File: config.mk
export PLATFORM = sky130hd
export DESIGN_NAME = rttc_jobq
export DESIGN_NICKNAME = d
export VERILOG_FILES = /design/src/sv/raster_to_tiled_texture_converter_assert.svh /design/src/sv/rttc_pkg.sv /design/src/sv/rttc_jobq.sv
export SDC_FILE = /design/constraint.sdc
export NUM_CORES = 1
export LEC_CHECK = 0
export BUFFER_PORTS_ARGS = -buffer_cell sky130_fd_sc_hd__buf_2
export CAP_MARGIN = 0
export CORE_UTILIZATION = 40
export CTS_BUF_LIST = sky130_fd_sc_hd__clkbuf_8
export DETAILED_ROUTE_END_ITERATION = 7
export PLACE_DENSITY_LB_ADDON = 0.12
export SLEW_MARGIN = 40
export SYNTH_ARGS = -nofsm -noshare
export SYNTH_HDL_FRONTEND = slang
export SYNTH_SLANG_ARGS = --single-unit
File: constraint.sdc
create_clock -name clk_i -period 1.2 [get_ports clk_i]
set_input_delay 0.18 -clock clk_i [delete_from_list [all_inputs] [get_ports clk_i]]
set_output_delay 0.18 -clock clk_i [all_outputs]
set_load 0.05 [all_outputs]
File: src/sv/raster_to_tiled_texture_converter_assert.svh
// Assertion helpers shared by the converter RTL.
// Every check is clocked on clk_i and masked while rst_ni is low.
`ifndef RASTER_TO_TILED_TEXTURE_CONVERTER_ASSERT_SVH
`define RASTER_TO_TILED_TEXTURE_CONVERTER_ASSERT_SVH

// Flag a condition that must never be seen.
`define RTTC_ASSERT_NEVER(lbl, cond) \
  lbl: assert property (@(posedge clk_i) disable iff (!rst_ni) !(cond)) \
    else $error("rttc: forbidden condition");

// Flag a consequent that does not hold in the same cycle as its antecedent.
`define RTTC_ASSERT_IMPL(lbl, ante, cons) \
  lbl: assert property (@(posedge clk_i) disable iff (!rst_ni) (ante) |-> (cons)) \
    else $error("rttc: implication failed");

`endif

File: src/sv/rttc_pkg.sv
`default_nettype none

package rttc_pkg;

  localparam int unsigned MAX_WIDTH_DEF = 1024;
  localparam int unsigned TILE_SIDE     = 4;
  localparam int unsigned DIM_W         = 11;
  localparam int unsigned BYTE_W        = 8;
  localparam int unsigned PIX_W         = 3 * BYTE_W;
  localparam int unsigned PAIR_W        = 2 * BYTE_W;
  localparam int unsigned WORD_W        = TILE_SIDE * PAIR_W;
  localparam int unsigned CFG_IDX_W     = 2;
  // tile column index, wide enough for the largest supported line width
  localparam int unsigned TIDX_W        = 10;
  localparam int unsigned ROW_SEL_W     = $clog2(TILE_SIDE);
  localparam int unsigned LANE_W        = $clog2(TILE_SIDE);
  localparam int unsigned WORD_CNT_W    = 3;
  localparam int unsigned JOBQ_DEPTH    = 2;
  localparam int unsigned OUTQ_DEPTH    = 4;

  localparam logic [ROW_SEL_W-1:0]  LAST_ROW       = ROW_SEL_W'(TILE_SIDE - 1);
  localparam logic [LANE_W-1:0]     LAST_LANE      = LANE_W'(TILE_SIDE - 1);
  localparam logic [WORD_CNT_W-1:0] LAST_WORD_RGBA = WORD_CNT_W'(2 * TILE_SIDE - 1);
  localparam logic [WORD_CNT_W-1:0] LAST_WORD_5A3  = WORD_CNT_W'(TILE_SIDE - 1);
  localparam logic [BYTE_W-1:0]     ALPHA_OPAQUE   = 8'hFF;

  typedef enum logic [CFG_IDX_W-1:0] {
    REG_IMAGE_WIDTH  = 2'd0,
    REG_IMAGE_HEIGHT = 2'd1,
    REG_PIXEL_FORMAT = 2'd2
  } cfg_reg_e;

  typedef enum logic {
    FMT_RGBA8  = 1'b0,
    FMT_RGB5A3 = 1'b1
  } pix_fmt_e;

  // one finished tile waiting for readout
  typedef struct packed {
    logic [TIDX_W-1:0] tidx;
    pix_fmt_e          fmt;
    logic              last_tile;
  } tile_job_t;

  // line store write request
  typedef struct packed {
    logic                 en;
    logic [ROW_SEL_W-1:0] row;
    logic [TIDX_W-1:0]    tidx;
    logic [LANE_W-1:0]    lane;
    logic [PIX_W-1:0]     pix;
  } store_wr_t;

  typedef struct packed {
    logic push;
    logic full;
    logic empty;
  } jobq_stat_t;

  typedef struct packed {
    logic [WORD_W-1:0] word;
    logic              tile_end;
    logic              frame_end;
  } out_item_t;

  // Build the 16-bit pair that one pixel contributes to a tile word.
  function automatic logic [PAIR_W-1:0] pack_pair(input logic [PIX_W-1:0] px,
                                                   input pix_fmt_e fmt,
                                                   input logic color_half);
    logic [BYTE_W-1:0] b0;
    logic [BYTE_W-1:0] b1;
    logic [BYTE_W-1:0] b2;
    logic [PAIR_W-1:0] pair;
    b0 = px[BYTE_W-1:0];
    b1 = px[2*BYTE_W-1:BYTE_W];
    b2 = px[3*BYTE_W-1:2*BYTE_W];
    if (fmt == FMT_RGB5A3) begin
      pair = {1'b1, b1[BYTE_W-2:0], b0};
    end else if (!color_half) begin
      pair = {ALPHA_OPAQUE, b2};
    end else begin
      pair = {b1, b0};
    end
    return pair;
  endfunction

endpackage

`default_nettype wire

File: src/sv/rttc_jobq.sv
`default_nettype none

module rttc_jobq (
  input  logic                  clk_i,
  input  logic                  rst_ni,
  input  logic                  push_i,
  input  rttc_pkg::tile_job_t   job_i,
  input  logic                  pop_i,
  output rttc_pkg::tile_job_t   job_o,
  output rttc_pkg::jobq_stat_t  stat_o
);
  import rttc_pkg::*;

  localparam int unsigned PtrW = $clog2(JOBQ_DEPTH);
  localparam int unsigned CntW = $clog2(JOBQ_DEPTH + 1);

  tile_job_t         slot_q [JOBQ_DEPTH];
  logic [PtrW-1:0]   wr_ptr_q, rd_ptr_q;
  logic [CntW-1:0]   cnt_q;

  assign job_o        = slot_q[rd_ptr_q];
  assign stat_o.push  = push_i;
  assign stat_o.full  = cnt_q == CntW'(JOBQ_DEPTH);
  assign stat_o.empty = cnt_q == '0;

  // store pushed jobs
  always_ff @(posedge clk_i) begin
    if (push_i) begin
      slot_q[wr_ptr_q] <= job_i;
    end
  end

  // advance pointers and occupancy
  always_ff @(posedge clk_i or negedge rst_ni) begin
    if (!rst_ni) begin
      wr_ptr_q <= '0;
      rd_ptr_q <= '0;
      cnt_q    <= '0;
    end else begin
      if (push_i) begin
        wr_ptr_q <= (wr_ptr_q == PtrW'(JOBQ_DEPTH - 1)) ? '0 : wr_ptr_q + PtrW'(1);
      end
      if (pop_i) begin
        rd_ptr_q <= (rd_ptr_q == PtrW'(JOBQ_DEPTH - 1)) ? '0 : rd_ptr_q + PtrW'(1);
      end
      case ({push_i, pop_i})
        2'b10:   cnt_q <= cnt_q + CntW'(1);
        2'b01:   cnt_q <= cnt_q - CntW'(1);
        default: cnt_q <= cnt_q;
      endcase
    end
  end

endmodule

`default_nettype wire

==> results_tabular.tex <==
\begin{tabular}{lr}
\hline
Metric & Value \\
\hline
\multicolumn{2}{l}{\textbf{Drt}} \\
\quad Routed len/inst & $\sim$14 um \\
\quad Final wirelength & 1690 um \\
\quad Drt first pass iters & 4 \\
\quad Antenna Violating Nets Remaining & 0 \\
\quad Number of vias per cell & 4.67 \\
\quad Initial DRC count & 5 \\
\quad Residual DRC count & 0 \\
\quad Routed vias & between 500 and 600 \\
\multicolumn{2}{l}{\textbf{Synth}} \\
\quad Area share of the leading cell type in the synthesized netlist & 0.679 \\
\quad Netlist cell types & 12 \\
\quad Post-synth net total & 71 \\
\quad Post-synth design cell area & 1060 um\^{}2 \\
\quad Synthesized area per cell & between 15 and 20 um\^{}2 \\
\quad Synth area leaders & sky130\_fd\_sc\_hd\_\_edfxtp\_1 68\%, sky130\_fd\_sc\_hd\_\_mux2\_2 13\%, sky130\_fd\_sc\_hd\_\_dfrtp\_1 9.4\%, sky130\_fd\_sc\_hd\_\_xor2\_1 2.5\%, sky130\_fd\_sc\_hd\_\_xnor2\_1 1.7\% \\
\quad Leading area contributor after synthesis & sky130\_fd\_sc\_hd\_\_edfxtp\_1 \\
\quad Instance count of the mapped netlist & 54 \\
\quad Seq/Total Area, Yosys & 0.774 \\
\quad Post-synthesis sequential element count & 28 \\
\quad Number of warning messages in the yosys log & 0 \\
\multicolumn{2}{l}{\textbf{Power and ir drop}} \\
\quad Net switching power & approximately 1500 uW \\
\quad Portion of total power attributed to combinational logic & 0.520 \\
\quad Relative contribution of sequential cells to total power & 0.356 \\
\quad Cell area power density & between 2000 and 3000 nW/um\^{}2 \\
\quad Switching share of power & 0.388 \\
\quad VDD IR-drop max & 1930 uV \\
\quad Internal power & $\sim$2400 uW \\
\quad Clock share of power & 0.124 \\
\quad Leakage Power & between 0.0005 and 0.0006 uW \\
\multicolumn{2}{l}{\textbf{Global routing}} \\
\quad Maximum number of pins on one net before global-route repair & 16 \\
\quad Global-route wire length before repair & between 2000 and 3000 um \\
\quad Overall routing resource usage & 0.134 \\
\quad Via count of the first global-routing pass & 579 \\
\quad Antenna violations before repair & 0 \\
\quad GRT Residual Overflow & 0 \\
\multicolumn{2}{l}{\textbf{Floorplan}} \\
\quad Number of placement rows & 18 \\
\quad I/O pin count & 31 \\
\quad Die extent in x & approximately 54 um \\
\quad Initial core utilization & 0.424 \\
\quad Core area & roughly 2500 um\^{}2 \\
\quad Area of the die & approximately 2900 um\^{}2 \\
\quad Height of the die & 53.5 um \\
\multicolumn{2}{l}{\textbf{Critical path}} \\
\quad CP endpoint kind & output port \\
\quad Critical Path AT & around 1.3 ns \\
\quad Critical setup path kind & reg2out \\
\quad Critical-path maximum fanout & 12 \\
\quad Largest delay contributor family on the critical path & flip-flops \\
\quad Slowest-stage cell, CP & sky130\_fd\_sc\_hd\_\_dfrtp\_1 \\
\quad Worst Path Required & a little over 1 ns \\
\quad Worst Path Buf+Inv & 2 \\
\quad CP Cell Sequence & buf\_12, mux2\_2, buf\_6 \\
\quad Critical Path Start Type & flip-flop \\
\quad Peak per-stage delay on the critical path & approximately 0.39 ns \\
\multicolumn{2}{l}{\textbf{Final layout}} \\
\quad Most frequent standard cell in the layout excluding fill and tap cells & sky130\_fd\_sc\_hd\_\_edfxtp\_1 \\
\quad Finished Cell Area & roughly 1500 um\^{}2 \\
\quad Fraction of final layout cells sized beyond drive strength 1 & 0.585 \\
\quad Fraction of the core area covered by cells at the end of the flow & 0.589 \\
\quad Area taken by multi-input logic gates & approximately 230 um\^{}2 \\
\quad Area grow syn2layout & 38.7\% \\
\quad Layout fillers & $\sim$200 \\
\quad Area occupied by registers & roughly 800 um\^{}2 \\
\quad Layout Nets & $\sim$110 \\
\quad Number of antenna diodes & 0 \\
\quad Highest-count cells in the layout ignoring fill and taps & 24 x sky130\_fd\_sc\_hd\_\_edfxtp\_1, 16 x sky130\_fd\_sc\_hd\_\_buf\_2, 14 x sky130\_fd\_sc\_hd\_\_buf\_6, 11 x sky130\_fd\_sc\_hd\_\_mux2\_2 \\
\multicolumn{2}{l}{\textbf{Timing}} \\
\quad Worst clock skew & between 0.003 and 0.004 ns \\
\quad Number of setup violations in the final report & 13 \\
\quad Worst slew margin & 0.837 \\
\quad Final Cycle Share & 1.25 \\
\quad Highest attainable clock frequency & 665 MHz \\
\quad Tmin final & 1.50 ns \\
\quad Hold slack & 0.0971 ns \\
\quad Final WS setup & -0.304 ns \\
\quad Max Transition Viols Final & 0 \\
\quad Hold Fails Final Rpt & 0 \\
\quad Setup repair after global routing missed its margin & yes \\
\quad Slew at the pin with the worst max-slew slack & roughly 0.25 ns \\
\multicolumn{2}{l}{\textbf{Clock network}} \\
\quad H-tree levels & 1 \\
\quad Clock insertion delay at the later pin of the skew report & between 0.2 and 0.3 ns \\
\quad Clock buffer depth & 2 \\
\quad Clock tree from TritonCTS & built \\
\quad Clock slew at the register clock pins of the worst setup and hold paths & 0.09 ns \\
\quad Clock sink count & 28 \\
\quad Number of buffers inserted during clock tree synthesis & 3 \\
\quad Root buffer selected by CTS & sky130\_fd\_sc\_hd\_\_clkbuf\_8 \\
\multicolumn{2}{l}{\textbf{Placed design}} \\
\quad Detailed-placement wirelength estimate & around 1100 um \\
\quad Post-placement cell area & about 1300 um\^{}2 \\
\quad Input/output buffers & 30 \\
\quad Final GP Congestion & $\sim$0.58 \\
\quad Worst setup timing slack at the placement stage & -0.0563 ns \\
\multicolumn{2}{l}{\textbf{Status}} \\
\quad Status & complete, but fails checks \\
\quad Failing checks & setup timing \\
\multicolumn{2}{l}{\textbf{Flow run}} \\
\quad Max-cap violations & 0 \\
\multicolumn{2}{l}{\textbf{Worst hold path}} \\
\quad HP Class & in2reg \\
\hline
\end{tabular}
flip-flops by register name (all words and copies together), names as in the netlist:
name	flops
cnt_q	2
slot_q	24
rd_ptr_q	1
wr_ptr_q	1
stage by stage:
stage,setup TNS (ns),cells,power [uW]
6_report,-3.57,124,3980
5_1_grt,-4.02,124,4130
4_1_cts,-3.69,124,3980
3_5_place_dp,-0.546,116,3120
3_3_place_gp,-0.390,116,3090
2_1_floorplan,0,54,2660
worst register-to-register path, delay by kind of cell, from the launching register on:
| kind | cells | cell delay, ns |
|---|---|---|
| xor+xnor | 2 | 0.28 |
| simple gates | 1 | 0.11 |
| buf+inv | 1 | 0.15 |
| flops | 1 | 0.43 |
power groups by stage:
| stage | logic, uW | registers [uW] | clock network, uW |
|---|---|---|---|
| floorplan | 1240 | 1420 | 0 |
| global placement | 1660 | 1430 | 0 |
| detailed placement | 1680 | 1450 | 0 |
| CTS | 2050 | 1410 | 517 |
| global route | 2160 | 1440 | 540 |
| finish | 2070 | 1420 | 495 |
metal layers:
layer	GRT usage	vias to the layer above	share of wire
li1	-	277	-
met1	0.144	284	0.41
met2	0.240	16	0.55
met3	0.0259	2	0.037
met4	0.0789	0	0.0059
met5	0	-	0
cell families after synthesis:
kind of cell | count (synthesis) | share of synthesized area
XOR/XNOR | 5 | 0.0413
adder cells (fa/ha/maj) | 1 | 0.0118
multiplexers | 12 | 0.127
AND/OR/NAND/NOR | 5 | 0.0248
buffers and inverters | 3 | 0.0212
flip-flops | 28 | 0.774
synth_stat cells:
cell type,instances
sky130_fd_sc_hd__nor2_1,3
sky130_fd_sc_hd__buf_4,1
sky130_fd_sc_hd__inv_1,1
sky130_fd_sc_hd__mux2_2,12
sky130_fd_sc_hd__edfxtp_1,24
sky130_fd_sc_hd__dfrtp_1,4
sky130_fd_sc_hd__xor2_1,3
sky130_fd_sc_hd__and2_1,1
sky130_fd_sc_hd__xnor2_1,2
sky130_fd_sc_hd__and2b_2,1
sky130_fd_sc_hd__ha_1,1
sky130_fd_sc_hd__buf_6,1
final cells by class:
cell class,count,share of cell area
sequential,28,0.558
timing repair buffer,38,0.230
clock buffer,3,0.0281
tap,30,0.0255
multi-input combinational,23,0.154
clock inverter,1,0.00255
inverter,1,0.00255
final timing paths:
path / cells after the start / slack [ns] / end / from
worst max-delay path: 3 / -0.30 / job_o[11] / rd_ptr_q$_DFFE_PN0P_
worst min-delay path: 1 / 0.1 / slot_q[1][2]$_DFFE_PP_ / job_i[2]
worst max register to register: 4 / 0.15 / cnt_q[1]$_DFFE_PN0P_ / cnt_q[0]$_DFFE_PN0P_
worst min register to register: 1 / 0.51 / wr_ptr_q$_DFFE_PN0P_ / wr_ptr_q$_DFFE_PN0P_
max in group asynchronous: 2 / 0.85 / rd_ptr_q$_DFFE_PN0P_ / rst_ni
min in group asynchronous: 2 / 0.23 / wr_ptr_q$_DFFE_PN0P_ / rst_ni
repair_timing:
| action | CTS | global route |
|---|---|---|
| setup endpoints to repair | 14 | 14 |
| pin swaps | 0 | 1 |
| buffers inserted | 3 | 0 |
| endpoints found under the hold margin | 4 | 0 |
| hold buffers | 1 | 0 |
| resized for setup | 27 | 2 |
(Power assumes the default switching activity.)
