===== src/sv/raster_to_tiled_texture_converter_assert.svh =====
// Assertion helpers shared by the converter RTL.
// Every check is clocked on clk_i and masked while rst_ni is low.
`ifndef RASTER_TO_TILED_TEXTURE_CONVERTER_ASSERT_SVH
`define RASTER_TO_TILED_TEXTURE_CONVERTER_ASSERT_SVH

// Flag a condition that must never be seen.
`define RTTC_ASSERT_NEVER(lbl, cond) \
  lbl: assert property (@(posedge clk_i) disable iff (!rst_ni) !(cond)) \
    else $error("rttc: forbidden condition");

// Flag a consequent that does not hold in the same cycle as its antecedent.
`define RTTC_ASSERT_IMPL(lbl, ante, cons) \
  lbl: assert property (@(posedge clk_i) disable iff (!rst_ni) (ante) |-> (cons)) \
    else $error("rttc: implication failed");

`endif


===== src/sv/rttc_pkg.sv =====
`default_nettype none

package rttc_pkg;

  localparam int unsigned MAX_WIDTH_DEF = 1024;
  localparam int unsigned TILE_SIDE     = 4;
  localparam int unsigned DIM_W         = 11;
  localparam int unsigned BYTE_W        = 8;
  localparam int unsigned PIX_W         = 3 * BYTE_W;
  localparam int unsigned PAIR_W        = 2 * BYTE_W;
  localparam int unsigned WORD_W        = TILE_SIDE * PAIR_W;
  localparam int unsigned CFG_IDX_W     = 2;
  // tile column index, wide enough for the largest supported line width
  localparam int unsigned TIDX_W        = 10;
  localparam int unsigned ROW_SEL_W     = $clog2(TILE_SIDE);
  localparam int unsigned LANE_W        = $clog2(TILE_SIDE);
  localparam int unsigned WORD_CNT_W    = 3;
  localparam int unsigned JOBQ_DEPTH    = 2;
  localparam int unsigned OUTQ_DEPTH    = 4;

  localparam logic [ROW_SEL_W-1:0]  LAST_ROW       = ROW_SEL_W'(TILE_SIDE - 1);
  localparam logic [LANE_W-1:0]     LAST_LANE      = LANE_W'(TILE_SIDE - 1);
  localparam logic [WORD_CNT_W-1:0] LAST_WORD_RGBA = WORD_CNT_W'(2 * TILE_SIDE - 1);
  localparam logic [WORD_CNT_W-1:0] LAST_WORD_5A3  = WORD_CNT_W'(TILE_SIDE - 1);
  localparam logic [BYTE_W-1:0]     ALPHA_OPAQUE   = 8'hFF;

  typedef enum logic [CFG_IDX_W-1:0] {
    REG_IMAGE_WIDTH  = 2'd0,
    REG_IMAGE_HEIGHT = 2'd1,
    REG_PIXEL_FORMAT = 2'd2
  } cfg_reg_e;

  typedef enum logic {
    FMT_RGBA8  = 1'b0,
    FMT_RGB5A3 = 1'b1
  } pix_fmt_e;

  // one finished tile waiting for readout
  typedef struct packed {
    logic [TIDX_W-1:0] tidx;
    pix_fmt_e          fmt;
    logic              last_tile;
  } tile_job_t;

  // line store write request
  typedef struct packed {
    logic                 en;
    logic [ROW_SEL_W-1:0] row;
    logic [TIDX_W-1:0]    tidx;
    logic [LANE_W-1:0]    lane;
    logic [PIX_W-1:0]     pix;
  } store_wr_t;

  typedef struct packed {
    logic push;
    logic full;
    logic empty;
  } jobq_stat_t;

  typedef struct packed {
    logic [WORD_W-1:0] word;
    logic              tile_end;
    logic              frame_end;
  } out_item_t;

  // Build the 16-bit pair that one pixel contributes to a tile word.
  function automatic logic [PAIR_W-1:0] pack_pair(input logic [PIX_W-1:0] px,
                                                   input pix_fmt_e fmt,
                                                   input logic color_half);
    logic [BYTE_W-1:0] b0;
    logic [BYTE_W-1:0] b1;
    logic [BYTE_W-1:0] b2;
    logic [PAIR_W-1:0] pair;
    b0 = px[BYTE_W-1:0];
    b1 = px[2*BYTE_W-1:BYTE_W];
    b2 = px[3*BYTE_W-1:2*BYTE_W];
    if (fmt == FMT_RGB5A3) begin
      pair = {1'b1, b1[BYTE_W-2:0], b0};
    end else if (!color_half) begin
      pair = {ALPHA_OPAQUE, b2};
    end else begin
      pair = {b1, b0};
    end
    return pair;
  endfunction

endpackage

`default_nettype wire


===== src/sv/rttc_pix_if.sv =====
`default_nettype none

interface rttc_pix_if;
  import rttc_pkg::*;

  logic              valid;
  logic              ready;
  logic [BYTE_W-1:0] byte_zero;
  logic [BYTE_W-1:0] byte_one;
  logic [BYTE_W-1:0] byte_two;

  modport source (output valid, byte_zero, byte_one, byte_two, input ready);
  modport sink   (input valid, byte_zero, byte_one, byte_two, output ready);
endinterface

`default_nettype wire


===== src/sv/rttc_cfg_if.sv =====
`default_nettype none

interface rttc_cfg_if;
  import rttc_pkg::*;

  logic                 valid;
  logic                 ready;
  logic [CFG_IDX_W-1:0] index;
  logic [DIM_W-1:0]     data;

  modport source (output valid, index, data, input ready);
  modport sink   (input valid, index, data, output ready);
endinterface

`default_nettype wire


===== src/sv/rttc_front.sv =====
`default_nettype none

module rttc_front #(
  parameter int unsigned MAX_WIDTH = rttc_pkg::MAX_WIDTH_DEF
) (
  input  logic                  clk_i,
  input  logic                  rst_ni,
  rttc_pix_if.sink              pix_i,
  rttc_cfg_if.sink              cfg_i,
  input  logic                  jobs_pending_i,
  input  logic                  job_full_i,
  output rttc_pkg::store_wr_t   wr_o,
  output logic                  job_push_o,
  output rttc_pkg::tile_job_t   job_o
);
  import rttc_pkg::*;

  localparam int unsigned MaxW = $clog2(MAX_WIDTH + 1);
  localparam int unsigned ColW = (MaxW > DIM_W) ? MaxW : DIM_W;

  logic [DIM_W-1:0] width_q, height_q;
  pix_fmt_e         fmt_q;
  logic [DIM_W-1:0] col_q, col_d;
  logic [DIM_W-1:0] row_q, row_d;

  logic             frame_empty;
  logic [ColW-1:0]  col_x, lim, col_tiles, col_tidx;
  logic [DIM_W-1:0] row_tiles, row_tidx;
  logic             in_store, tile_here, last_tile, hazard, accept;
  logic             cfg_hit;
  logic [DIM_W:0]   col_inc, row_inc;

  // classify the current raster position
  always_comb begin
    frame_empty = (width_q == '0) || (height_q == '0);
    col_x       = ColW'(col_q);
    in_store    = col_x < ColW'(MAX_WIDTH);
    lim         = (ColW'(width_q) < ColW'(MAX_WIDTH)) ? ColW'(width_q) : ColW'(MAX_WIDTH);
    col_tiles   = lim >> ROW_SEL_W;
    col_tidx    = col_x >> LANE_W;
    row_tiles   = height_q >> ROW_SEL_W;
    row_tidx    = row_q >> ROW_SEL_W;
    tile_here   = !frame_empty && (row_q[ROW_SEL_W-1:0] == LAST_ROW) &&
                  (col_q[LANE_W-1:0] == LAST_LANE) &&
                  (col_tidx < col_tiles) && (row_tidx < row_tiles);
    last_tile   = (col_tidx + ColW'(1) == col_tiles) && (row_tidx + DIM_W'(1) == row_tiles);
  end

  // hold new rows back until tiles still in flight have been read out
  assign hazard      = jobs_pending_i && (row_q[ROW_SEL_W-1:0] != LAST_ROW);
  assign pix_i.ready = !hazard && !(tile_here && job_full_i);
  assign accept      = pix_i.valid && pix_i.ready;

  // drive the line store write
  always_comb begin
    wr_o.en   = accept && !frame_empty && in_store;
    wr_o.row  = row_q[ROW_SEL_W-1:0];
    wr_o.tidx = TIDX_W'(col_tidx);
    wr_o.lane = col_q[LANE_W-1:0];
    wr_o.pix  = {pix_i.byte_two, pix_i.byte_one, pix_i.byte_zero};
  end

  // hand finished tiles to the back end
  assign job_push_o     = accept && tile_here;
  assign job_o.tidx     = TIDX_W'(col_tidx);
  assign job_o.fmt      = fmt_q;
  assign job_o.last_tile = last_tile;

  // flag a write to a known register
  always_comb begin
    cfg_hit = 1'b0;
    if (cfg_i.valid) begin
      case (cfg_i.index)
        REG_IMAGE_WIDTH, REG_IMAGE_HEIGHT, REG_PIXEL_FORMAT: cfg_hit = 1'b1;
        default: cfg_hit = 1'b0;
      endcase
    end
  end

  // advance the raster counters; a known register write restarts the frame
  always_comb begin
    col_d   = col_q;
    row_d   = row_q;
    col_inc = {1'b0, col_q} + (DIM_W + 1)'(1);
    row_inc = {1'b0, row_q} + (DIM_W + 1)'(1);
    if (accept && !frame_empty) begin
      if (col_inc >= {1'b0, width_q}) begin
        col_d = '0;
        row_d = (row_inc >= {1'b0, height_q}) ? '0 : row_inc[DIM_W-1:0];
      end else begin
        col_d = col_inc[DIM_W-1:0];
      end
    end
    if (cfg_hit) begin
      col_d = '0;
      row_d = '0;
    end
  end

  assign cfg_i.ready = 1'b1;

  // take register writes
  always_ff @(posedge clk_i or negedge rst_ni) begin
    if (!rst_ni) begin
      width_q  <= '0;
      height_q <= '0;
      fmt_q    <= FMT_RGBA8;
      col_q    <= '0;
      row_q    <= '0;
    end else begin
      col_q <= col_d;
      row_q <= row_d;
      if (cfg_i.valid) begin
        case (cfg_i.index)
          REG_IMAGE_WIDTH: begin
            width_q <= cfg_i.data;
          end
          REG_IMAGE_HEIGHT: begin
            height_q <= cfg_i.data;
          end
          REG_PIXEL_FORMAT: begin
            fmt_q <= pix_fmt_e'(cfg_i.data[0]);
          end
          default: begin
          end
        endcase
      end
    end
  end

endmodule

`default_nettype wire


===== src/flat_wrapper.sv =====
// flat-port wrapper written by rule: the top's interface ports become plain ports
module rttc_front_flat import rttc_pkg::*;
#(
  parameter int unsigned MAX_WIDTH = rttc_pkg::MAX_WIDTH_DEF
)
  (clk_i, rst_ni, jobs_pending_i, job_full_i, wr_o, job_push_o, job_o, pix_i_valid, pix_i_byte_zero, pix_i_byte_one, pix_i_byte_two, pix_i_ready, cfg_i_valid, cfg_i_index, cfg_i_data, cfg_i_ready);
  rttc_pix_if pix_i_i ();
  rttc_cfg_if cfg_i_i ();
  input  logic clk_i;
  input  logic rst_ni;
  input  logic jobs_pending_i;
  input  logic job_full_i;
  output rttc_pkg::store_wr_t wr_o;
  output logic job_push_o;
  output rttc_pkg::tile_job_t job_o;
  input wire logic [$bits(pix_i_i.valid)-1:0] pix_i_valid;
  input wire logic [$bits(pix_i_i.byte_zero)-1:0] pix_i_byte_zero;
  input wire logic [$bits(pix_i_i.byte_one)-1:0] pix_i_byte_one;
  input wire logic [$bits(pix_i_i.byte_two)-1:0] pix_i_byte_two;
  output wire logic [$bits(pix_i_i.ready)-1:0] pix_i_ready;
  input wire logic [$bits(cfg_i_i.valid)-1:0] cfg_i_valid;
  input wire logic [$bits(cfg_i_i.index)-1:0] cfg_i_index;
  input wire logic [$bits(cfg_i_i.data)-1:0] cfg_i_data;
  output wire logic [$bits(cfg_i_i.ready)-1:0] cfg_i_ready;
  assign pix_i_i.valid = pix_i_valid;
  assign pix_i_i.byte_zero = pix_i_byte_zero;
  assign pix_i_i.byte_one = pix_i_byte_one;
  assign pix_i_i.byte_two = pix_i_byte_two;
  assign pix_i_ready = pix_i_i.ready;
  assign cfg_i_i.valid = cfg_i_valid;
  assign cfg_i_i.index = cfg_i_index;
  assign cfg_i_i.data = cfg_i_data;
  assign cfg_i_ready = cfg_i_i.ready;
  rttc_front #(.MAX_WIDTH(MAX_WIDTH)) u_core (.clk_i(clk_i), .rst_ni(rst_ni), .pix_i(pix_i_i), .cfg_i(cfg_i_i), .jobs_pending_i(jobs_pending_i), .job_full_i(job_full_i), .wr_o(wr_o), .job_push_o(job_push_o), .job_o(job_o));
endmodule

===== config.mk =====
export PLATFORM = sky130hd
export DESIGN_NAME = rttc_front_flat
export DESIGN_NICKNAME = d
export VERILOG_FILES = /design/src/sv/raster_to_tiled_texture_converter_assert.svh /design/src/sv/rttc_pkg.sv /design/src/sv/rttc_pix_if.sv /design/src/sv/rttc_cfg_if.sv /design/src/sv/rttc_front.sv /design/src/flat_wrapper.sv
export SDC_FILE = /design/constraint.sdc
export NUM_CORES = 1
export LEC_CHECK = 0
export BUFFER_PORTS_ARGS = -buffer_cell sky130_fd_sc_hd__buf_2
export CAP_MARGIN = 20
export CORE_MARGIN = 1.5
export CORE_UTILIZATION = 55
export DETAILED_ROUTE_END_ITERATION = 6
export GPL_TIMING_DRIVEN = 1
export PLACE_DENSITY = 0.81
export SLEW_MARGIN = 20
export SYNTH_ARGS = -nofsm -noshare
export SYNTH_HDL_FRONTEND = slang
export SYNTH_SLANG_ARGS = --single-unit
export TNS_END_PERCENT = 10

===== constraint.sdc =====
create_clock -name clk_i -period 4.2 [get_ports clk_i]
set_input_delay 0 -clock clk_i [delete_from_list [all_inputs] [get_ports clk_i]]
set_output_delay 0 -clock clk_i [all_outputs]
set_load 0.02 [all_outputs]

==> qor.yml, run 1 <==
run_status:
  status: "complete, no violations"
worst_setup_path:
  r2r_setup_slack_ns: 0.50
  path_cells: "nand3_1, or3_1, nor2_1, xor2_1, ha_1, o21ai_0, nor2_1, a2111oi_2, nand2_2, o21ai_2, mux2_2"
  end_kind: "register"
  criticalPathCategory: "register to register"
  crit_required_ns: 4.40
  cp.arrival_ns: 3.90
  worstSetupEndpoint: "u_core.row_q[0]$_DFFE_PN0P_"
  cp-startpoint: "u_core.col_q[6]$_DFFE_PN0P_"
  regToRegStartpoint: "u_core.col_q[6]$_DFFE_PN0P_"
  cpMostUsedCell: "nor2_1"
  cp.buffers_inverters: 0
  worst-path-stages: 11
  slowest_stage: "dfrtp_1"
  crit_fanout: 15
  worstReg2RegEnd: "u_core.row_q[0]$_DFFE_PN0P_"
  cpLargestDelayFamily: "simple AND/OR/NAND/NOR gates"
  setup.worst_path.start_class: "register"
  rr_worst_depth: 11
  max_stage_delay_ns: 0.51
placement:
  dpl-instance-area_sq_um: 4100
  gp_congestion: 0.937
  port-buffer-count: 45
  dp.cells: 548
  hpwl_um: 7450
  dp_slack_ns: 0.567
power:
  vdd.ir_drop.worst_mv: 0.230
  p_seq_share_pct: 36.0
  p_int_mw: 1.04
  power_switching_share_pct: 39.5
  switchingPower_mw: 0.679
  power_frac_clock_pct: 23.6
  power_mw: 1.72
  pwr-share-comb_pct: 40.4
  leakagePower_nw: 2.12
  power_density_nw_per_um2: 394
synth:
  syn-instance-count: 462
  synth.top_cells.by_area: "dfrtp_1, ha_1, buf_4, xnor2_1, mux2_2"
  yosysSeqAreaShare_pct: 27.1
  synth_top_area_cell: "dfrtp_1"
  synth_top_area_share_pct: 27.1
  synth_compound_area_share_pct: 16.7
  synth_top_family_by_area: "simple AND/OR/NAND/NOR gates"
  synth-xor-area-share_pct: 7.38
  synth_seq_cells: 45
  synthMuxAreaShare_pct: 5.06
  synth_ff_type: "dfrtp_1"
  synthAdderAreaFrac_pct: 13.2
  synth_area_per_cell_sq_um: 9.00
  synth_edf_count: 0
  ys_types: 63
  ys_async_sr_fraction_pct: 100
  yosysWarnings: 0
  netlist_area_sq_um: 4160
  synthSimpleGateAreaFrac_pct: 17.4
flow_run:
  cap_viol_max_count: 0
final_layout:
  antenna_cells: 0
  fill_cells: 645
  fin_area_sq_um: 4370
  fin_cells: 568
  area.growth.synth_to_final_pct: 5.12
  post-route-util_pct: 59.9
  nets: 555
  drive_gt1_share_pct: 19.2
route:
  wl_met3_um: 636
  ant_nets: 0
  dr.pass1.iters: 5
  drt_iter0_markers: 251
  vias_per_cell: 5.96
  top_layer_used: "met4"
  wirelength_met1_um: 4490
  drc: 0
  wl_met2_um: 4580
  wire_per_inst_um: 17.3
  drt-total-wl_um: 9840
  num_vias: 3387
clock_network:
  cts_buffers: 5
  clk_path_buf_depth: 2
  cts_max_level: 2
  insertion_delay_ns: 0.31
  post_cts_buffers: 0
  post_cts_resized: 0
  cts_tree: "yes"
  clkSinkCount: 45
  postCtsHoldBufs: 12
  root_buffer: "clkbuf_8"
  cts.clk_slew.worst_paths_ns: 0.10
timing:
  period_share_pct: 88.1
  setup_violations: 0
  finalSetupTns_ns: 0
  hold_violations: 0
  grt_setup_unrepaired: "false"
  tightest_slew_ns: 0.783
  finClkSkew_ns: 0.0126
  holdWs_ns: 0.00000775
  finalWorstSetupSlack_ns: 0.500
  relSlewSlack_pct: 46.4
  fmax_mhz: 270
  slew_viol_final: 0
  fin_crit_ns: 3.70
floorplan:
  num_io_pins: 97
  die_h_um: 89.9
  dieArea_sq_um: 8090
  rows: 31
  start_util_pct: 57.0
  coreArea_sq_um: 7290
  die_w_um: 89.9
global_route:
  grt_max_degree: 46
  track_usage_pct: 25.3
  overflow: 0
  grt_pass1_wl_um: 16700
  grt_pass1_vias: 3451
  grt_antenna_before_repair: 0
hold_path:
  worstHoldPathType: "input port to output port"
worst register-to-register path: stages (launching register included):
cell and delay [ns]:
dfrtp_1 0.51, nand3_1 0.16, or3_1 0.40, nor2_1 0.15, xor2_1 0.24, ha_1 0.27
o21ai_0 0.28, nor2_1 0.10, a2111oi_2 0.46, nand2_2 0.33, o21ai_2 0.29, mux2_2 0.39
cell usage in the layout (no fill, tap or decap), types with 6 or more instances in the layout:
| master | netlist | routed |
|---|---|---|
| a21o_1 | 8 | 8 |
| a21oi_1 | 7 | 7 |
| a31o_2 | 6 | 6 |
| and3_1 | 6 | 6 |
| buf_2 | 4 | 44 |
| dfrtp_1 | 45 | 45 |
| dlygate4sd3_1 | 0 | 12 |
| ha_1 | 44 | 44 |
| inv_1 | 26 | 26 |
| mux2_2 | 16 | 16 |
| nand2_1 | 37 | 37 |
| nand2b_1 | 7 | 7 |
| nand3_1 | 15 | 15 |
| nand4_1 | 8 | 8 |
| nor2_1 | 26 | 26 |
| nor3b_1 | 8 | 7 |
| o2111a_1 | 7 | 7 |
| o21ai_0 | 20 | 20 |
| xnor2_1 | 26 | 26 |
| xor2_1 | 9 | 9 |
area by class of cell:
| class | count | area, sq um | area share (%) |
|---|---|---|---|
| Multi-Input combinational cell | 330 | 2520 | 57.6 |
| Clock buffer | 5 | 68.8 | 1.58 |
| Sequential cell | 45 | 1130 | 25.8 |
| Clock inverter | 3 | 68.8 | 1.58 |
| Timing Repair Buffer | 59 | 363 | 8.30 |
| Inverter | 27 | 101 | 2.32 |
| Tap cell | 99 | 124 | 2.84 |
worst min path at each step:
stage                             from                     endpoint  slack [ns]  cells after the start
finish              pix_i_byte_zero[0]                      wr_o[0]    0.000008                      0
floorplan                       rst_ni  u_core.col_q[0]$_DFFE_PN0P_       -0.30                      0
CTS                 pix_i_byte_zero[6]                      wr_o[6]      0.0001                      0
global route         pix_i_byte_two[6]                     wr_o[22]     0.00003                      0
global placement    pix_i_byte_zero[6]                      wr_o[6]      0.0001                      0
detailed placement  pix_i_byte_zero[6]                      wr_o[6]      0.0001                      0
power groups by stage:
stage	combinational [mW]	sequential [mW]	clock (mW)
after floorplan	0.551	0.604	0
after global placement	0.652	0.621	0
after detailed placement	0.673	0.628	0
after CTS	0.689	0.618	0.407
after global routing	0.778	0.635	0.427
final	0.696	0.620	0.405
logic make-up (layout without fill, tap and decap cells):
group	count (synthesis)	in the layout
mux	19	19
xor+xnor	35	35
buf+inv	88	94
other cells	2	3
flops	45	45
compound gates	90	90
fa+ha+maj	44	44
simple gates	139	139
metal layers:
layer  track usage [%]  vias to the layer above
li1                  -                     1618
met1              33.9                     1641
met2              41.5                      113
met3              4.57                       15
met4              7.80                        0
met5                 0                        -
synthesized netlist by cell type, types with 4 or more instances:
cell and n:
nor4_1 5, or3_1 4, mux2_2 16, xor2_1 9, buf_4 41, a21o_1 8, a31o_2 6, a21oi_1 7
o2111a_1 7, clkbuf_1 12, xnor2_1 26, and3_1 6, ha_1 44, dfrtp_1 45, nor2_1 26, nand3_1 15
inv_1 26, o211ai_1 4, nand2b_1 7, nor3b_1 8, nand4_1 8, nor3_1 5, o21a_1 4, buf_2 4
nand2_1 37, o21ai_0 20
state kept, by name, indices dropped and copies added, names as in the netlist:
signal           cells
u_core.fmt_q         1
u_core.row_q        11
u_core.width_q      11
u_core.col_q        11
u_core.height_q     11
No activity file was read; power rests on OpenSTA's default activity.
==> inputs of run 2 (changes only) <==
==> constraint.sdc (replaced) <==
create_clock -name clk_i -period 4.2 [get_ports clk_i]
set_input_delay 0.42 -clock clk_i [delete_from_list [all_inputs] [get_ports clk_i]]
set_output_delay 0.42 -clock clk_i [all_outputs]
set_load 0.02 [all_outputs]
==> run 2 against run 1 <==
- die area unchanged
- worst hold slack gained 0.11 ns
- total power is 0.59% lower
- cell area is 2.7% lower
- non-clock buffer count shrank 12
- wire length shrank 1.4%
==> qor.yml, run 2 (synthesis results as in run 1) <==
floorplan:
  num_io_pins: 97
  die_w_um: 89.9
  die_h_um: 89.9
  rows: 31
  coreArea_sq_um: 7290
  start_util_pct: 57.0
  dieArea_sq_um: 8090
route:
  dr.pass1.iters: 5
  ant_nets: 0
  vias_per_cell: 6.01
  num_vias: 3340
  drt_iter0_markers: 246
  drc: 0
  wire_per_inst_um: 17.5
  drt-total-wl_um: 9700
worst_setup_path:
  worstReg2RegEnd: "u_core.row_q[0]$_DFFE_PN0P_"
  r2r_setup_slack_ns: 0.50
  crit_fanout: 15
  setup.worst_path.start_class: "register"
  cp.arrival_ns: 3.89
  regToRegStartpoint: "u_core.col_q[5]$_DFFE_PN0P_"
  cpMostUsedCell: "nor2_1"
  end_kind: "register"
  max_stage_delay_ns: 0.51
  slowest_stage: "dfrtp_1"
  worst-path-stages: 11
  cpLargestDelayFamily: "simple AND/OR/NAND/NOR gates"
  crit_required_ns: 4.40
  path_cells: "nand3_1, or3_1, nor2_1, xor2_1, ha_1, o21ai_0, nor2_1, a2111oi_2, nand2_2, o21ai_2, mux2_2"
  criticalPathCategory: "register to register"
  rr_worst_depth: 11
  cp.buffers_inverters: 0
clock_network:
  post_cts_resized: 0
  clk_path_buf_depth: 2
  postCtsHoldBufs: 0
  cts_buffers: 5
  post_cts_buffers: 0
  insertion_delay_ns: 0.31
  root_buffer: "clkbuf_8"
  cts_max_level: 2
  clkSinkCount: 45
  cts.clk_slew.worst_paths_ns: 0.10
  cts_tree: "yes"
final_layout:
  fill_cells: 667
  drive_gt1_share_pct: 19.7
  multi_input_area_sq_um: 2520
  antenna_cells: 0
  seqCellArea_sq_um: 1130
  final_cell_mix: "dfrtp_1, ha_1, buf_2"
  final_common_cell: "dfrtp_1"
  area.growth.synth_to_final_pct: 2.23
  nets: 543
timing:
  hold_violations: 0
  fin_crit_ns: 3.70
  period_share_pct: 88.0
  tightest_slew_ns: 0.799
  relSlewSlack_pct: 45.3
  slew_viol_final: 0
  finalSetupTns_ns: 0
  finClkSkew_ns: 0.0106
  setup_violations: 0
  grt_setup_unrepaired: "false"
  fmax_mhz: 270
global_route:
  groute.layer.met3.usage_pct: 4.40
  track_usage_pct: 25.0
  grt_pass1_vias: 3389
  grt.busiest_layer: "met2"
  use_met2_pct: 40.6
  grt_antenna_before_repair: 0
  grt_pass1_wl_um: 16500
  gr-usage-met1_pct: 34.1
  grt_max_degree: 46
  overflow: 0
placement:
  port-buffer-count: 45
  hpwl_um: 7450
  gp_congestion: 0.937
power:
  leakagePower_nw: 2.07
  power_mw: 1.71
  power_density_nw_per_um2: 403
  vdd.ir_drop.worst_mv: 0.230
run_status:
  status: "complete, no violations"
flow_run:
  cap_viol_max_count: 0
hold_path:
  worstHoldPathType: "input port to asynchronous set/reset pin"
## run 2: changes by cell type in the layout (fill, tap and decap cells not counted)
cell           change
dlygate4sd3_1     -12
## run 2: power by group
part	switching [mW]	internal (mW)
combinational	0.396	0.289
sequential	0.114	0.506
clock	0.166	0.240
## run 2: area by class of cell
cell class | count | share of cell area [%]
Clock inverter | 3 | 1.62
Timing Repair Buffer | 47 | 5.71
Inverter | 27 | 2.39
Tap cell | 99 | 2.92
Multi-Input combinational cell | 330 | 59.2
Sequential cell | 45 | 26.5
Clock buffer | 5 | 1.62
## run 2: stage by stage
| stage | worst slack (ns) | cell area (sq um) | hold slack (ns) | utilization (%) | instances |
|---|---|---|---|---|---|
| global route | 0.218 | 4250 | 0.155 | 58.3 | 556 |
| global placement | 0.727 | 4100 | 0.489 | 56.3 | 548 |
| finish | 0.502 | 4250 | 0.106 | 58.3 | 556 |
| floorplan | 0.882 | 4160 | 0.124 | - | 463 |
| detailed placement | 0.567 | 4100 | 0.514 | 56.3 | 548 |
| CTS | 0.531 | 4240 | 0.323 | 58.2 | 556 |
## run 2: metal layers
layer / vias to the layer above / part of all wire (%) / routed length [um]
met5: - / 0 / 0
met2: 130 / 45 / 4410
met4: 0 / 1.1 / 108
li1: 1593 / - / -
met1: 1604 / 46 / 4500
met3: 13 / 7.1 / 691
## run 2: worst max-delay path by stage
| stage | slack, ns | start | to |
|---|---|---|---|
| 2_1_floorplan | 0.88 | u_core.col_q[3]$_DFFE_PN0P_ | u_core.row_q[0]$_DFFE_PN0P_ |
| 3_3_place_gp | 0.73 | u_core.col_q[3]$_DFFE_PN0P_ | u_core.row_q[0]$_DFFE_PN0P_ |
| 3_5_place_dp | 0.57 | u_core.col_q[5]$_DFFE_PN0P_ | u_core.row_q[0]$_DFFE_PN0P_ |
| 4_1_cts | 0.53 | u_core.col_q[5]$_DFFE_PN0P_ | u_core.row_q[0]$_DFFE_PN0P_ |
| 5_1_grt | 0.22 | u_core.col_q[3]$_DFFE_PN0P_ | u_core.row_q[0]$_DFFE_PN0P_ |
| 6_report | 0.50 | u_core.col_q[5]$_DFFE_PN0P_ | u_core.row_q[0]$_DFFE_PN0P_ |
==> inputs of run 3 (changes only) <==
Settings changed: PLACE_DENSITY 0.81 to 0.91.
==> run 3 against run 2 <==
- cell area fell by 0.59%
- count of clock-buffer cells in the layout did not move
- clock skew fell by 0.0044 ns
- largest cell class unchanged
- highest routed layer unchanged
==> qor.yml, run 3 (synthesis results as in run 1) <==
global_route:
  overflow: 0
  grt_pass1_vias: 3358
  grt_antenna_before_repair: 0
  grt_max_degree: 46
  track_usage_pct: 25.2
  grt_pass1_wl_um: 16500
worst_setup_path:
  crit_fanout: 15
  cp.buffers_inverters: 0
  max_stage_delay_ns: 0.49
  cp.arrival_ns: 3.98
  setup.worst_path.start_class: "register"
  slowest_stage: "dfrtp_1"
  cpLargestDelayFamily: "simple AND/OR/NAND/NOR gates"
  end_kind: "register"
  criticalPathCategory: "register to register"
  crit_required_ns: 4.40
  path_cells: "ha_1, and3_1, and3_1, nand4_1, xnor2_1, ha_1, o21ai_0, nor2_1, a2111oi_2, nand2_2, o21ai_2, mux2_2"
flow_run:
  cap_viol_max_count: 0
timing:
  grt_setup_unrepaired: "false"
  slew_viol_final: 0
  fin_crit_ns: 3.78
  finClkSkew_ns: 0.00614
  setup_violations: 0
  relSlewSlack_pct: 51.0
  tightest_slew_ns: 0.717
  finalSetupTns_ns: 0
  period_share_pct: 89.9
  fmax_mhz: 265
  hold_violations: 0
  holdWs_ns: 0.0937
route:
  ant_nets: 0
  dr.pass1.iters: 5
  vias_per_cell: 6.36
  num_vias: 3534
  drc: 0
  drt_iter0_markers: 375
  wire_per_inst_um: 17.9
  drt-total-wl_um: 9960
power:
  leakagePower_nw: 2.06
  vdd.ir_drop.worst_mv: 0.180
  power_density_nw_per_um2: 392
clock_network:
  cts.clk_slew.worst_paths_ns: 0.09
  clkSinkCount: 45
  post_cts_resized: 0
  cts_tree: "yes"
  cts_buffers: 5
  postCtsHoldBufs: 0
  post_cts_buffers: 0
  insertion_delay_ns: 0.32
  root_buffer: "clkbuf_8"
  clk_path_buf_depth: 2
  cts_max_level: 2
floorplan:
  die_h_um: 89.9
  die_w_um: 89.9
  coreArea_sq_um: 7290
  num_io_pins: 97
  start_util_pct: 57.0
  dieArea_sq_um: 8090
  rows: 31
placement:
  port-buffer-count: 45
  gp_congestion: 0.934
  dpl-instance-area_sq_um: 4100
  hpwl_um: 7640
  dp.cells: 548
final_layout:
  drive_gt1_share_pct: 19.7
  fin_area_sq_um: 4220
  final_common_cell: "dfrtp_1"
  post-route-util_pct: 57.9
  antenna_cells: 0
  final_cell_mix: "dfrtp_1, ha_1, buf_2"
  fin_cells: 556
  area.growth.synth_to_final_pct: 1.63
  nets: 543
hold_path:
  worstHoldPathType: "input port to asynchronous set/reset pin"
run_status:
  status: "complete, no violations"
[run 3: cell types whose count changed in the layout (fill, tap and decap cells not counted), sizes merged]
cell    delta
bufinv     -1
clkinv     +1
[run 3: layer usage]
layer / GRT usage (%) / routed length, um / vias up
met5: 0 / 0 / -
met4: 10.7 / 315 / 0
met3: 3.05 / 816 / 39
met2: 41.3 / 4530 / 169
met1: 33.6 / 4300 / 1719
li1: - / - / 1607
[run 3: area by class of cell]
cell class | instances | area, sq um
flip-flops and latches | 45 | 1130
clock buffers | 5 | 68.8
clock inverters | 3 | 43.8
inverters | 27 | 101
well taps | 99 | 124
multi-input cells | 330 | 2520
repair buffers | 47 | 243
fillers | 622 | 3070
[run 3: final timing paths]
| path | start | to | slack (ns) | cells past startpoint |
|---|---|---|---|---|
| worst max-delay path | u_core.col_q[2]$_DFFE_PN0P_ | u_core.row_q[0]$_DFFE_PN0P_ | 0.42 | 12 |
| worst min-delay path | rst_ni | u_core.row_q[3]$_DFFE_PN0P_ | 0.09 | 1 |
| worst max register to register | u_core.col_q[2]$_DFFE_PN0P_ | u_core.row_q[0]$_DFFE_PN0P_ | 0.42 | 12 |
| worst min register to register | u_core.fmt_q$_DFFE_PN0P_ | u_core.fmt_q$_DFFE_PN0P_ | 0.55 | 1 |
| max in group asynchronous | rst_ni | u_core.height_q[8]$_DFFE_PN0P_ | 3.72 | 1 |
| min in group clk_i | cfg_i_data[10] | u_core.width_q[10]$_DFFE_PN0P_ | 0.32 | 3 |
[run 3: power by group]
part | internal [mW] | total, mW | leakage [nW] | switching [mW]
Clock | 0.179 | 0.345 | 0.0585 | 0.166
Sequential | 0.506 | 0.624 | 0.576 | 0.118
Combinational | 0.289 | 0.689 | 1.43 | 0.400
[run 3: worst register-to-register path: stages (launching register included)]
cell       delay [ns]
dfrtp_1          0.49
ha_1             0.24
and3_1           0.23
and3_1           0.30
nand4_1          0.21
xnor2_1          0.19
ha_1             0.27
o21ai_0          0.14
nor2_1           0.12
a2111oi_2        0.49
nand2_2          0.31
o21ai_2          0.28
mux2_2           0.39
[run 3: through the flow]
step	power, mW	worst slack, ns
6_report	1.66	0.425
3_3_place_gp	1.26	0.773
4_1_cts	1.64	0.501
3_5_place_dp	1.30	0.560
5_1_grt	1.76	0.143
2_1_floorplan	1.15	0.882
